**src/hw/rtl/cc20_pkg.sv**
```systemverilog
// shared types, constants and helper functions for the chacha20 stream cipher core
// no dependencies; imported by every module of the block
package cc20_pkg;

  localparam int unsigned WordW  = 32;
  localparam int unsigned WordsN = 16;
  localparam int unsigned AddrW  = $clog2(WordsN);
  localparam int unsigned CfgIdxW = 3;
  localparam int unsigned CfgDataW = 64;
  localparam int unsigned PosW = 6;

  localparam logic [3:0] LastDoubleRound = 4'd9;
  localparam logic [2:0] LastQuarter     = 3'd7;

  // register indexes on the configuration port
  localparam logic [CfgIdxW-1:0] CfgKeyPart0    = 3'd0;
  localparam logic [CfgIdxW-1:0] CfgKeyPart1    = 3'd1;
  localparam logic [CfgIdxW-1:0] CfgKeyPart2    = 3'd2;
  localparam logic [CfgIdxW-1:0] CfgKeyPart3    = 3'd3;
  localparam logic [CfgIdxW-1:0] CfgNonceLower  = 3'd4;
  localparam logic [CfgIdxW-1:0] CfgNonceUpper  = 3'd5;
  localparam logic [CfgIdxW-1:0] CfgInitCounter = 3'd6;

  // "expand 32-byte k"
  localparam logic [3:0][WordW-1:0] Sigma = {
    32'h6b206574, 32'h79622d32, 32'h3320646e, 32'h61707865
  };

  typedef logic [7:0][WordW-1:0] key_t;
  typedef logic [2:0][WordW-1:0] nonce_t;

  typedef struct packed {
    logic             en;
    logic [AddrW-1:0] addr;
    logic [WordW-1:0] data;
  } ram_wr_t;

  typedef enum logic [2:0] {
    ENG_IDLE,
    ENG_INIT,
    ENG_READ,
    ENG_OP,
    ENG_WRITE,
    ENG_FEED
  } eng_state_e;

  typedef enum logic [1:0] {
    TOP_IDLE,
    TOP_BLOCK,
    TOP_KSRD,
    TOP_USE
  } top_state_e;

  // word idx of the block input state
  function automatic logic [WordW-1:0] init_word(logic [AddrW-1:0] idx, key_t key,
                                                 logic [WordW-1:0] ctr, nonce_t nonce);
    logic [WordW-1:0] w;
    case (idx[3:2])
      2'd0: w = Sigma[idx[1:0]];
      2'd1: w = key[{1'b0, idx[1:0]}];
      2'd2: w = key[{1'b1, idx[1:0]}];
      2'd3: w = (idx[1:0] == 2'd0) ? ctr : nonce[idx[1:0] - 2'd1];
      default: w = '0;
    endcase
    return w;
  endfunction

  // word address of operand j (a, b, c, d) of quarter round qsel within a double round
  function automatic logic [AddrW-1:0] qr_addr(logic [2:0] qsel, logic [1:0] j);
    logic [1:0] col;
    col = qsel[1:0] + (qsel[2] ? j : 2'd0);
    return {j, col};
  endfunction

endpackage

```
**src/hw/rtl/cc20_ram.sv**
```systemverilog
// 16 x 32 word memory, one write port and one read port, registered read data
// uses cc20_pkg for widths
module cc20_ram (
  input  logic                        clk_i,
  input  cc20_pkg::ram_wr_t           wr_i,
  input  logic [cc20_pkg::AddrW-1:0]  rd_addr_i,
  output logic [cc20_pkg::WordW-1:0]  rd_data_o
);
  import cc20_pkg::*;

  logic [WordW-1:0] mem_q [WordsN];
  logic [WordW-1:0] rd_data_q;

  always_ff @(posedge clk_i) begin
    if (wr_i.en) begin
      mem_q[wr_i.addr] <= wr_i.data;
    end
    rd_data_q <= mem_q[rd_addr_i];
  end

  assign rd_data_o = rd_data_q;

endmodule

```
**src/hw/rtl/cc20_block_engine.sv**
```systemverilog
// keystream block sequencer: loads the working words, runs 80 quarter rounds one
// operand access at a time through the working memory, then adds the feed-forward
// depends on cc20_pkg and cc20_ram
module cc20_block_engine (
  input  logic                        clk_i,
  input  logic                        rst_ni,
  input  logic                        start_i,
  input  cc20_pkg::key_t              key_i,
  input  cc20_pkg::nonce_t            nonce_i,
  input  logic [cc20_pkg::WordW-1:0]  counter_i,
  output logic                        done_o,
  output cc20_pkg::ram_wr_t           ks_wr_o
);
  import cc20_pkg::*;

  eng_state_e       state_q, state_d;
  logic [4:0]       cnt_q;
  logic [3:0]       dr_q;
  logic [2:0]       qsel_q;
  logic [WordW-1:0] w_q [4];

  ram_wr_t          wk_wr;
  logic [AddrW-1:0] wk_rd_addr;
  logic [WordW-1:0] wk_rd_data;
  logic             rd_active;

  logic [WordW-1:0] op_sum, op_mix;
  logic [AddrW-1:0] ff_addr;

  cc20_ram u_work_ram (
    .clk_i     (clk_i),
    .wr_i      (wk_wr),
    .rd_addr_i (wk_rd_addr),
    .rd_data_o (wk_rd_data)
  );

  assign ff_addr = cnt_q[3:0] - 4'd1;

  // one add, xor and rotate of the quarter round per step
  always_comb begin
    op_sum = '0;
    op_mix = '0;
    case (cnt_q[1:0])
      2'd0: begin
        op_sum = w_q[0] + w_q[1];
        op_mix = w_q[3] ^ op_sum;
        op_mix = {op_mix[15:0], op_mix[31:16]};
      end
      2'd1: begin
        op_sum = w_q[2] + w_q[3];
        op_mix = w_q[1] ^ op_sum;
        op_mix = {op_mix[19:0], op_mix[31:20]};
      end
      2'd2: begin
        op_sum = w_q[0] + w_q[1];
        op_mix = w_q[3] ^ op_sum;
        op_mix = {op_mix[23:0], op_mix[31:24]};
      end
      2'd3: begin
        op_sum = w_q[2] + w_q[3];
        op_mix = w_q[1] ^ op_sum;
        op_mix = {op_mix[24:0], op_mix[31:25]};
      end
      default: begin
        op_sum = '0;
        op_mix = '0;
      end
    endcase
  end

  always_comb begin
    state_d    = state_q;
    wk_wr      = '0;
    wk_rd_addr = '0;
    rd_active  = 1'b0;
    ks_wr_o    = '0;
    done_o     = 1'b0;
    case (state_q)
      ENG_IDLE: begin
        if (start_i) begin
          state_d = ENG_INIT;
        end
      end
      ENG_INIT: begin
        wk_wr.en   = 1'b1;
        wk_wr.addr = cnt_q[3:0];
        wk_wr.data = init_word(cnt_q[3:0], key_i, counter_i, nonce_i);
        if (cnt_q[3:0] == 4'd15) begin
          state_d = ENG_READ;
        end
      end
      ENG_READ: begin
        rd_active  = (cnt_q < 5'd4);
        wk_rd_addr = qr_addr(qsel_q, cnt_q[1:0]);
        if (cnt_q == 5'd4) begin
          state_d = ENG_OP;
        end
      end
      ENG_OP: begin
        if (cnt_q[1:0] == 2'd3) begin
          state_d = ENG_WRITE;
        end
      end
      ENG_WRITE: begin
        wk_wr.en   = 1'b1;
        wk_wr.addr = qr_addr(qsel_q, cnt_q[1:0]);
        wk_wr.data = w_q[cnt_q[1:0]];
        if (cnt_q[1:0] == 2'd3) begin
          if (qsel_q == LastQuarter && dr_q == LastDoubleRound) begin
            state_d = ENG_FEED;
          end else begin
            state_d = ENG_READ;
          end
        end
      end
      ENG_FEED: begin
        rd_active  = (cnt_q < 5'd16);
        wk_rd_addr = cnt_q[3:0];
        if (cnt_q != 5'd0) begin
          ks_wr_o.en   = 1'b1;
          ks_wr_o.addr = ff_addr;
          ks_wr_o.data = wk_rd_data + init_word(ff_addr, key_i, counter_i, nonce_i);
        end
        if (cnt_q == 5'd16) begin
          done_o  = 1'b1;
          state_d = ENG_IDLE;
        end
      end
      default: state_d = ENG_IDLE;
    endcase
  end

  always_ff @(posedge clk_i or negedge rst_ni) begin
    if (!rst_ni) begin
      state_q <= ENG_IDLE;
      cnt_q   <= '0;
      dr_q    <= '0;
      qsel_q  <= '0;
    end else begin
      state_q <= state_d;
      if (state_d != state_q) begin
        cnt_q <= '0;
      end else if (state_q != ENG_IDLE) begin
        cnt_q <= cnt_q + 5'd1;
      end
      if (state_q == ENG_INIT) begin
        dr_q   <= '0;
        qsel_q <= '0;
      end else if (state_q == ENG_WRITE && cnt_q[1:0] == 2'd3) begin
        qsel_q <= qsel_q + 3'd1;
        // the round count stays on the last double round once the rounds are done
        if (qsel_q == LastQuarter && dr_q != LastDoubleRound) begin
          dr_q <= dr_q + 4'd1;
        end
      end
    end
  end

  // operand registers: loaded from the registered memory read data, then updated by each operation step
  always_ff @(posedge clk_i) begin
    if (state_q == ENG_READ && cnt_q != 5'd0) begin
      w_q[cnt_q[1:0] - 2'd1] <= wk_rd_data;
    end else if (state_q == ENG_OP) begin
      if (cnt_q[0]) begin
        w_q[2] <= op_sum;
        w_q[1] <= op_mix;
      end else begin
        w_q[0] <= op_sum;
        w_q[3] <= op_mix;
      end
    end
  end

  a_start_idle : assert property (@(posedge clk_i) disable iff (!rst_ni)
    start_i |-> state_q == ENG_IDLE)
    else $error("block start while engine busy");

  a_no_rw_overlap : assert property (@(posedge clk_i) disable iff (!rst_ni)
    !(wk_wr.en && rd_active))
    else $error("working memory read and write in the same cycle");

  a_round_bound : assert property (@(posedge clk_i) disable iff (!rst_ni)
    dr_q <= LastDoubleRound)
    else $error("double round count out of range");

  a_done_idle : assert property (@(posedge clk_i) disable iff (!rst_ni)
    done_o |=> state_q == ENG_IDLE && !ks_wr_o.en)
    else $error("engine active after done");

endmodule

```
**src/hw/rtl/chacha20_stream_cipher_core.sv**
```systemverilog
// chacha20 stream cipher top level: configuration registers, byte path, keystream memory
// depends on cc20_pkg, cc20_ram and cc20_block_engine
//
//   channel  direction  handshake                   payload
//   in       input      in_valid_i / in_stall_o     data_byte_i, last_byte_i
//   out      output     out_valid_o / out_stall_i   result_byte_o, last_out_o, next_counter_o
//   cfg      input      cfg_valid_i / cfg_ready_o   cfg_index_i, cfg_data_i
//
// a byte inside a keystream block passes from the idle state to the use state, where its
//   result is registered; the input takes no new byte until the core is back in idle
// the first byte of each block waits in the block state while the engine loads the words,
//   runs 80 quarter rounds (reading four operands, four operation steps, four write-backs)
//   and adds the feed-forward; it then passes through the keystream read and use states
// reset clears control and config registers and message position; memories need no clearing
// the input is stalled while a word is in progress or the output holds an untaken word
module chacha20_stream_cipher_core (
  input  logic                          clk_i,
  input  logic                          rst_ni,
  input  logic                          in_valid_i,
  output logic                          in_stall_o,
  input  logic [7:0]                    data_byte_i,
  input  logic                          last_byte_i,
  output logic                          out_valid_o,
  input  logic                          out_stall_i,
  output logic [7:0]                    result_byte_o,
  output logic                          last_out_o,
  output logic [31:0]                   next_counter_o,
  input  logic                          cfg_valid_i,
  output logic                          cfg_ready_o,
  input  logic [cc20_pkg::CfgIdxW-1:0]  cfg_index_i,
  input  logic [cc20_pkg::CfgDataW-1:0] cfg_data_i
);
  import cc20_pkg::*;

  top_state_e       state_q, state_d;
  key_t             key_q;
  nonce_t           nonce_q;
  logic [WordW-1:0] init_ctr_q;
  logic [WordW-1:0] ctr_q;
  logic [PosW-1:0]  pos_q;
  logic             in_msg_q;
  logic [7:0]       data_q;
  logic             last_q;

  logic             out_valid_q;
  logic [7:0]       result_q;
  logic             last_out_q;
  logic [WordW-1:0] next_ctr_q;

  logic             in_accept;
  logic [PosW-1:0]  pos_eff;
  logic             eng_start;
  logic             eng_done;
  ram_wr_t          ks_wr;
  logic [AddrW-1:0] ks_rd_addr;
  logic [WordW-1:0] ks_rd_data;
  logic [7:0]       ks_byte;

  assign cfg_ready_o = 1'b1;

  assign in_stall_o = !(state_q == TOP_IDLE && (!out_valid_q || !out_stall_i));
  assign in_accept  = in_valid_i && !in_stall_o;
  assign pos_eff    = in_msg_q ? pos_q : '0;
  assign eng_start  = in_accept && (pos_eff == '0);
  assign ks_rd_addr = (state_q == TOP_IDLE) ? pos_eff[5:2] : pos_q[5:2];
  assign ks_byte    = ks_rd_data[{pos_q[1:0], 3'b000} +: 8];

  cc20_block_engine u_engine (
    .clk_i     (clk_i),
    .rst_ni    (rst_ni),
    .start_i   (eng_start),
    .key_i     (key_q),
    .nonce_i   (nonce_q),
    .counter_i (ctr_q),
    .done_o    (eng_done),
    .ks_wr_o   (ks_wr)
  );

  cc20_ram u_ks_ram (
    .clk_i     (clk_i),
    .wr_i      (ks_wr),
    .rd_addr_i (ks_rd_addr),
    .rd_data_o (ks_rd_data)
  );

  always_comb begin
    state_d = state_q;
    case (state_q)
      TOP_IDLE: begin
        if (in_accept) begin
          state_d = eng_start ? TOP_BLOCK : TOP_USE;
        end
      end
      TOP_BLOCK: begin
        if (eng_done) begin
          state_d = TOP_KSRD;
        end
      end
      TOP_KSRD: state_d = TOP_USE;
      TOP_USE:  state_d = TOP_IDLE;
      default:  state_d = TOP_IDLE;
    endcase
  end

  always_ff @(posedge clk_i or negedge rst_ni) begin
    if (!rst_ni) begin
      state_q     <= TOP_IDLE;
      key_q       <= '0;
      nonce_q     <= '0;
      init_ctr_q  <= '0;
      ctr_q       <= '0;
      pos_q       <= '0;
      in_msg_q    <= 1'b0;
      out_valid_q <= 1'b0;
    end else begin
      state_q <= state_d;
      if (cfg_valid_i && cfg_ready_o) begin
        case (cfg_index_i)
          CfgKeyPart0:    key_q[1:0] <= cfg_data_i;
          CfgKeyPart1:    key_q[3:2] <= cfg_data_i;
          CfgKeyPart2:    key_q[5:4] <= cfg_data_i;
          CfgKeyPart3:    key_q[7:6] <= cfg_data_i;
          CfgNonceLower:  nonce_q[1:0] <= cfg_data_i;
          CfgNonceUpper:  nonce_q[2] <= cfg_data_i[31:0];
          CfgInitCounter: init_ctr_q <= cfg_data_i[31:0];
          default: ;
        endcase
      end
      // message start reloads the counter before the block is computed
      if (in_accept && !in_msg_q) begin
        ctr_q    <= init_ctr_q;
        pos_q    <= '0;
        in_msg_q <= 1'b1;
      end
      if (state_q == TOP_USE) begin
        if (last_q) begin
          pos_q    <= '0;
          in_msg_q <= 1'b0;
        end else begin
          pos_q <= pos_q + 6'd1;
          if (pos_q == '1) begin
            ctr_q <= ctr_q + 32'd1;
          end
        end
        out_valid_q <= 1'b1;
      end else if (out_valid_q && !out_stall_i) begin
        out_valid_q <= 1'b0;
      end
    end
  end

  always_ff @(posedge clk_i) begin
    if (in_accept) begin
      data_q <= data_byte_i;
      last_q <= last_byte_i;
    end
    if (state_q == TOP_USE) begin
      result_q   <= data_q ^ ks_byte;
      last_out_q <= last_q;
      next_ctr_q <= last_q ? ctr_q + 32'd1 : '0;
    end
  end

  assign out_valid_o    = out_valid_q;
  assign result_byte_o  = result_q;
  assign last_out_o     = last_out_q;
  assign next_counter_o = next_ctr_q;

endmodule

```
**config.mk**
```make
export PLATFORM = sky130hd
export DESIGN_NAME = chacha20_stream_cipher_core
export DESIGN_NICKNAME = d
export VERILOG_FILES = /design/src/hw/rtl/cc20_pkg.sv /design/src/hw/rtl/cc20_ram.sv /design/src/hw/rtl/cc20_block_engine.sv /design/src/hw/rtl/chacha20_stream_cipher_core.sv
export SDC_FILE = /design/constraint.sdc
export NUM_CORES = 2
export LEC_CHECK = 0
export BUFFER_PORTS_ARGS = -buffer_cell sky130_fd_sc_hd__buf_4
export CORE_MARGIN = 3
export CORE_UTILIZATION = 35
export CTS_CLUSTER_DIAMETER = 50
export DETAILED_ROUTE_END_ITERATION = 10
export PLACE_DENSITY = 0.53
export SLEW_MARGIN = 20
export SYNTH_ARGS = -nofsm -noshare
export SYNTH_HDL_FRONTEND = slang
export SYNTH_HIERARCHICAL = 1
export SYNTH_SLANG_ARGS = --single-unit
```
**constraint.sdc**
```tcl
create_clock -name clk_i -period 7 [get_ports clk_i]
set_clock_uncertainty 0.05 [all_clocks]
set_input_delay 1.75 -clock clk_i [delete_from_list [all_inputs] [get_ports clk_i]]
set_output_delay 1.75 -clock clk_i [all_outputs]
set_load 0.02 [all_outputs]
```
==> metrics <==
PortBufs=123; WHS Path Cells=1; RSZ-0062 raised after global routing=false; Int Pwr=26.5 mW; origin of the critical flop-to-flop path=u_engine/cnt_q[1]$_DFFE_PN0P_; post-CTS sizing=0; share of cells above drive strength 1=28.0%; dpl ws=0.541 ns; Max H-tree Level=4; clk_lat worst skew=0.85 ns; WL met1=108 mm; commonest non-fill, non-tap cell in the layout=edfxtp_1; arrival time at the worst endpoint=6.85 ns; EDFF count, synth=1202; Synth cell types=111; Post-Route WL=248 mm; Worst R2R Path Depth=19; fin. max-slew vios=0; FP Rows=174; status=complete, no violations; fin worst setup slack=0.603 ns; reg-to-reg endpoint=u_ks_ram/mem_q[2][30]$_DFFE_PP_; initial antenna violation count=4; syn_nets=5526; Critical Path Start Type=flop; DRC=0; NumNets Final=5640; multi-input combinational cell area=30300 sq um; maximum VDD drop=421 uV; # IOs=125; Initial Utilization=35.4%; vias per cell=5.78; grt total ovfl=0; Synth Register Bits=1707; Sequential Area=48400 sq um; first drt pass iteration count=6; Critical Path Fanout Max=31; Power Total=43.6 mW; global-route wire length before repair=359 mm; Die H=484 um; HP Class=flop to flop; Worst Tran Pin Value=1.18 ns; area of the die=234000 sq um; Flop pwr share=35.8%; PD cells=478 nW/um^2; Horiz. Die Dim=484 um; CP max stage delay=0.67 ns; top layer in use=met5; DR iter-0 viols=5238; CTS Buffer Depth=3; CTS tree=built; Final Util=40.4%; start point of the worst hold path=init_ctr_q[11]$_DFFE_PN0P_; Clk pin slew, worst setup/hold paths=0.06 ns; crit-path cells=inv_1 -> ha_4 -> inv_2 -> nor2_4 -> buf_4 -> a221oi_1 -> nor3_1 -> a211oi_1 -> a21oi_1 -> ha_1 -> and3_1 -> a31oi_1 -> o21ai_0 -> a41o_1 -> a311oi_2 -> a211oi_1 -> a31oi_1 -> xor2_1 -> nor2_1; final setup fails=0; root buffer cell=clkbuf_16; vias in the first global route=49700; leakage power=31.5 nW; fin crit share=91.4%; leading cell types in the layout, fill and taps excluded=1202 x edfxtp_1, 437 x dfrtp_1, 429 x mux4_2, 429 x mux2_2, 342 x nand2_1; max_cap viols=0; Post-Syn Area=80000 sq um; GRT Resource Usage Total=20.8%; setup TNS=0 ns; Required @ worst endpoint=7.45 ns; final antenna-violating net count=0; via count=49800; met2 routed wirelength=114 mm; Reg2Reg Setup Slack=0.60 ns; Post-DP HPWL=160 mm; CP Capture Type=flop; Post-CTS Hold Buffers=0; number of fill cells=20800; post-route insts no fill=8607; ys async rst share=25.8%; CP Class=flop to flop; Core Box Area=226000 sq um; Endpoint, Worst Hold=init_ctr_q[11]$_DFFE_PN0P_; placed cell count=8234; WL per Instance=28.9 um; total CTS buffers=195; RePlAce Congestion=0.946; clock power share=23.5%; number of setup buffers added after CTS=0; largest net degree at the start of global routing=145; Post-Syn Area per Cell=15.0 sq um; Slew headroom=20.4%; Psw=17.1 mW; clock sink count=1707; total of warnings raised by yosys=6; Hold Violations, Final=0; main flop type after synthesis=edfxtp_1; Worst path slowest cell=nor2_1; combinational share of power=40.7%; Met3 Wirelength=16.7 mm; Seq/Total Area, Yosys=60.6%; final worst path period need=6.40 ns; Sw Ratio=39.2%; Fmax achieved=156 MHz; Syn-to-layout area delta=14.3%; Synth Instances=5327
-- per-layer routing --
metal,GRT usage (%),vias to the layer above
li1,-,21200
met1,29.0,26300
met2,32.4,1881
met3,3.76,373
met4,7.80,2
met5,0,-
-- cells in the mapped netlist, drive strengths merged, types with 64 or more instances --
cell / number / share of area (%)
edfxtp: 1202 / 45
dfrtp: 441 / 14
mux2: 432 / 6.1
mux4: 429 / 12
nand2: 343 / 1.6
nor2: 281 / 1.3
o21ai: 253 / 1.6
a21oi: 234 / 1.5
clkbuf: 195 / 0.94
buf: 155 / 0.99
a22oi: 147 / 1.4
xnor2: 120 / 1.3
ha: 115 / 1.8
xor2: 82 / 0.90
nand3: 76 / 0.48
nor3: 68 / 0.44
dfxtp: 64 / 1.6
-- worst max path at each step --
stage                                        from                                to  slack, ns  depth (start not counted)
finish              u_engine/cnt_q[1]$_DFFE_PN0P_   u_ks_ram/mem_q[2][30]$_DFFE_PP_       0.60                         19
floorplan           u_engine/cnt_q[1]$_DFFE_PN0P_   u_ks_ram/mem_q[0][30]$_DFFE_PP_       0.29                         22
detailed placement  u_engine/cnt_q[1]$_DFFE_PN0P_   u_ks_ram/mem_q[0][31]$_DFFE_PP_       0.54                         19
global route        u_engine/cnt_q[1]$_DFFE_PN0P_  u_ks_ram/mem_q[11][30]$_DFFE_PP_       0.16                         19
CTS                 u_engine/cnt_q[1]$_DFFE_PN0P_   u_ks_ram/mem_q[5][31]$_DFFE_PP_       0.56                         19
global placement    u_engine/cnt_q[1]$_DFFE_PN0P_   u_ks_ram/mem_q[9][28]$_DFFE_PP_       0.66                         19
-- critical path: cells and delay by family, from the launching register on --
kind                       cells  cell delay [ns]
DFF                            1             0.48
buffers and inverters          3             0.83
xor gates and xnor gates       1             0.11
and+or+nand+nor                4             1.50
adders and majority gates      2             0.85
AOI/OAI and AO/OA              9             2.23
-- cell type report --
class                      instances  area share, %
sequential                      1707           53.0
multi-input combinational       3234           33.2
clock buffer                     280           6.07
tap                             2992           4.10
timing repair buffer             267           2.37
clock inverter                    87           1.11
inverter                          36          0.148
antenna                            4         0.0110
-- power groups by stage --
stage / Sequential, mW / Clock (mW) / Combinational, mW
detailed placement: 15.8 / 0 / 17.5
CTS: 15.6 / 10.5 / 17.6
finish: 15.6 / 10.2 / 17.8
floorplan: 15.2 / 0 / 11.2
global placement: 15.8 / 0 / 17.4
global route: 15.8 / 10.9 / 18.9
-- stage by stage --
step	cell area [sq um]	hold WS (ns)
5_1_grt	91300	0.454
3_3_place_gp	84700	0.433
4_1_cts	91300	0.452
3_5_place_dp	84700	0.438
2_1_floorplan	80000	0.416
6_report	91300	0.450
-- flip-flops by register name (all words and copies together), names as in the netlist, 4 cells and up --
name	cells
ctr_q	32
data_q	8
init_ctr_q	32
key_q	256
next_counter_o	32
nonce_q	96
pos_q	6
result_byte_o	8
u_engine/cnt_q	5
u_engine/dr_q	4
u_engine/u_work_ram/mem_q	512
u_engine/u_work_ram/rd_data_o	32
u_engine/w_q	128
u_ks_ram/mem_q	512
u_ks_ram/rd_data_o	32
-- cell families after synthesis --
family | count (synthesis) | synth area share [%]
muxes | 907 | 18.7
and+or+nand+nor | 966 | 5.52
other | 1 | 0.00469
xor gates and xnor gates | 214 | 2.56
DFF | 1707 | 60.6
AOI/OAI and AO/OA | 1028 | 8.65
adders and majority gates | 118 | 1.87
buffers and inverters | 386 | 2.10
Power figures use the tool's default switching activity.
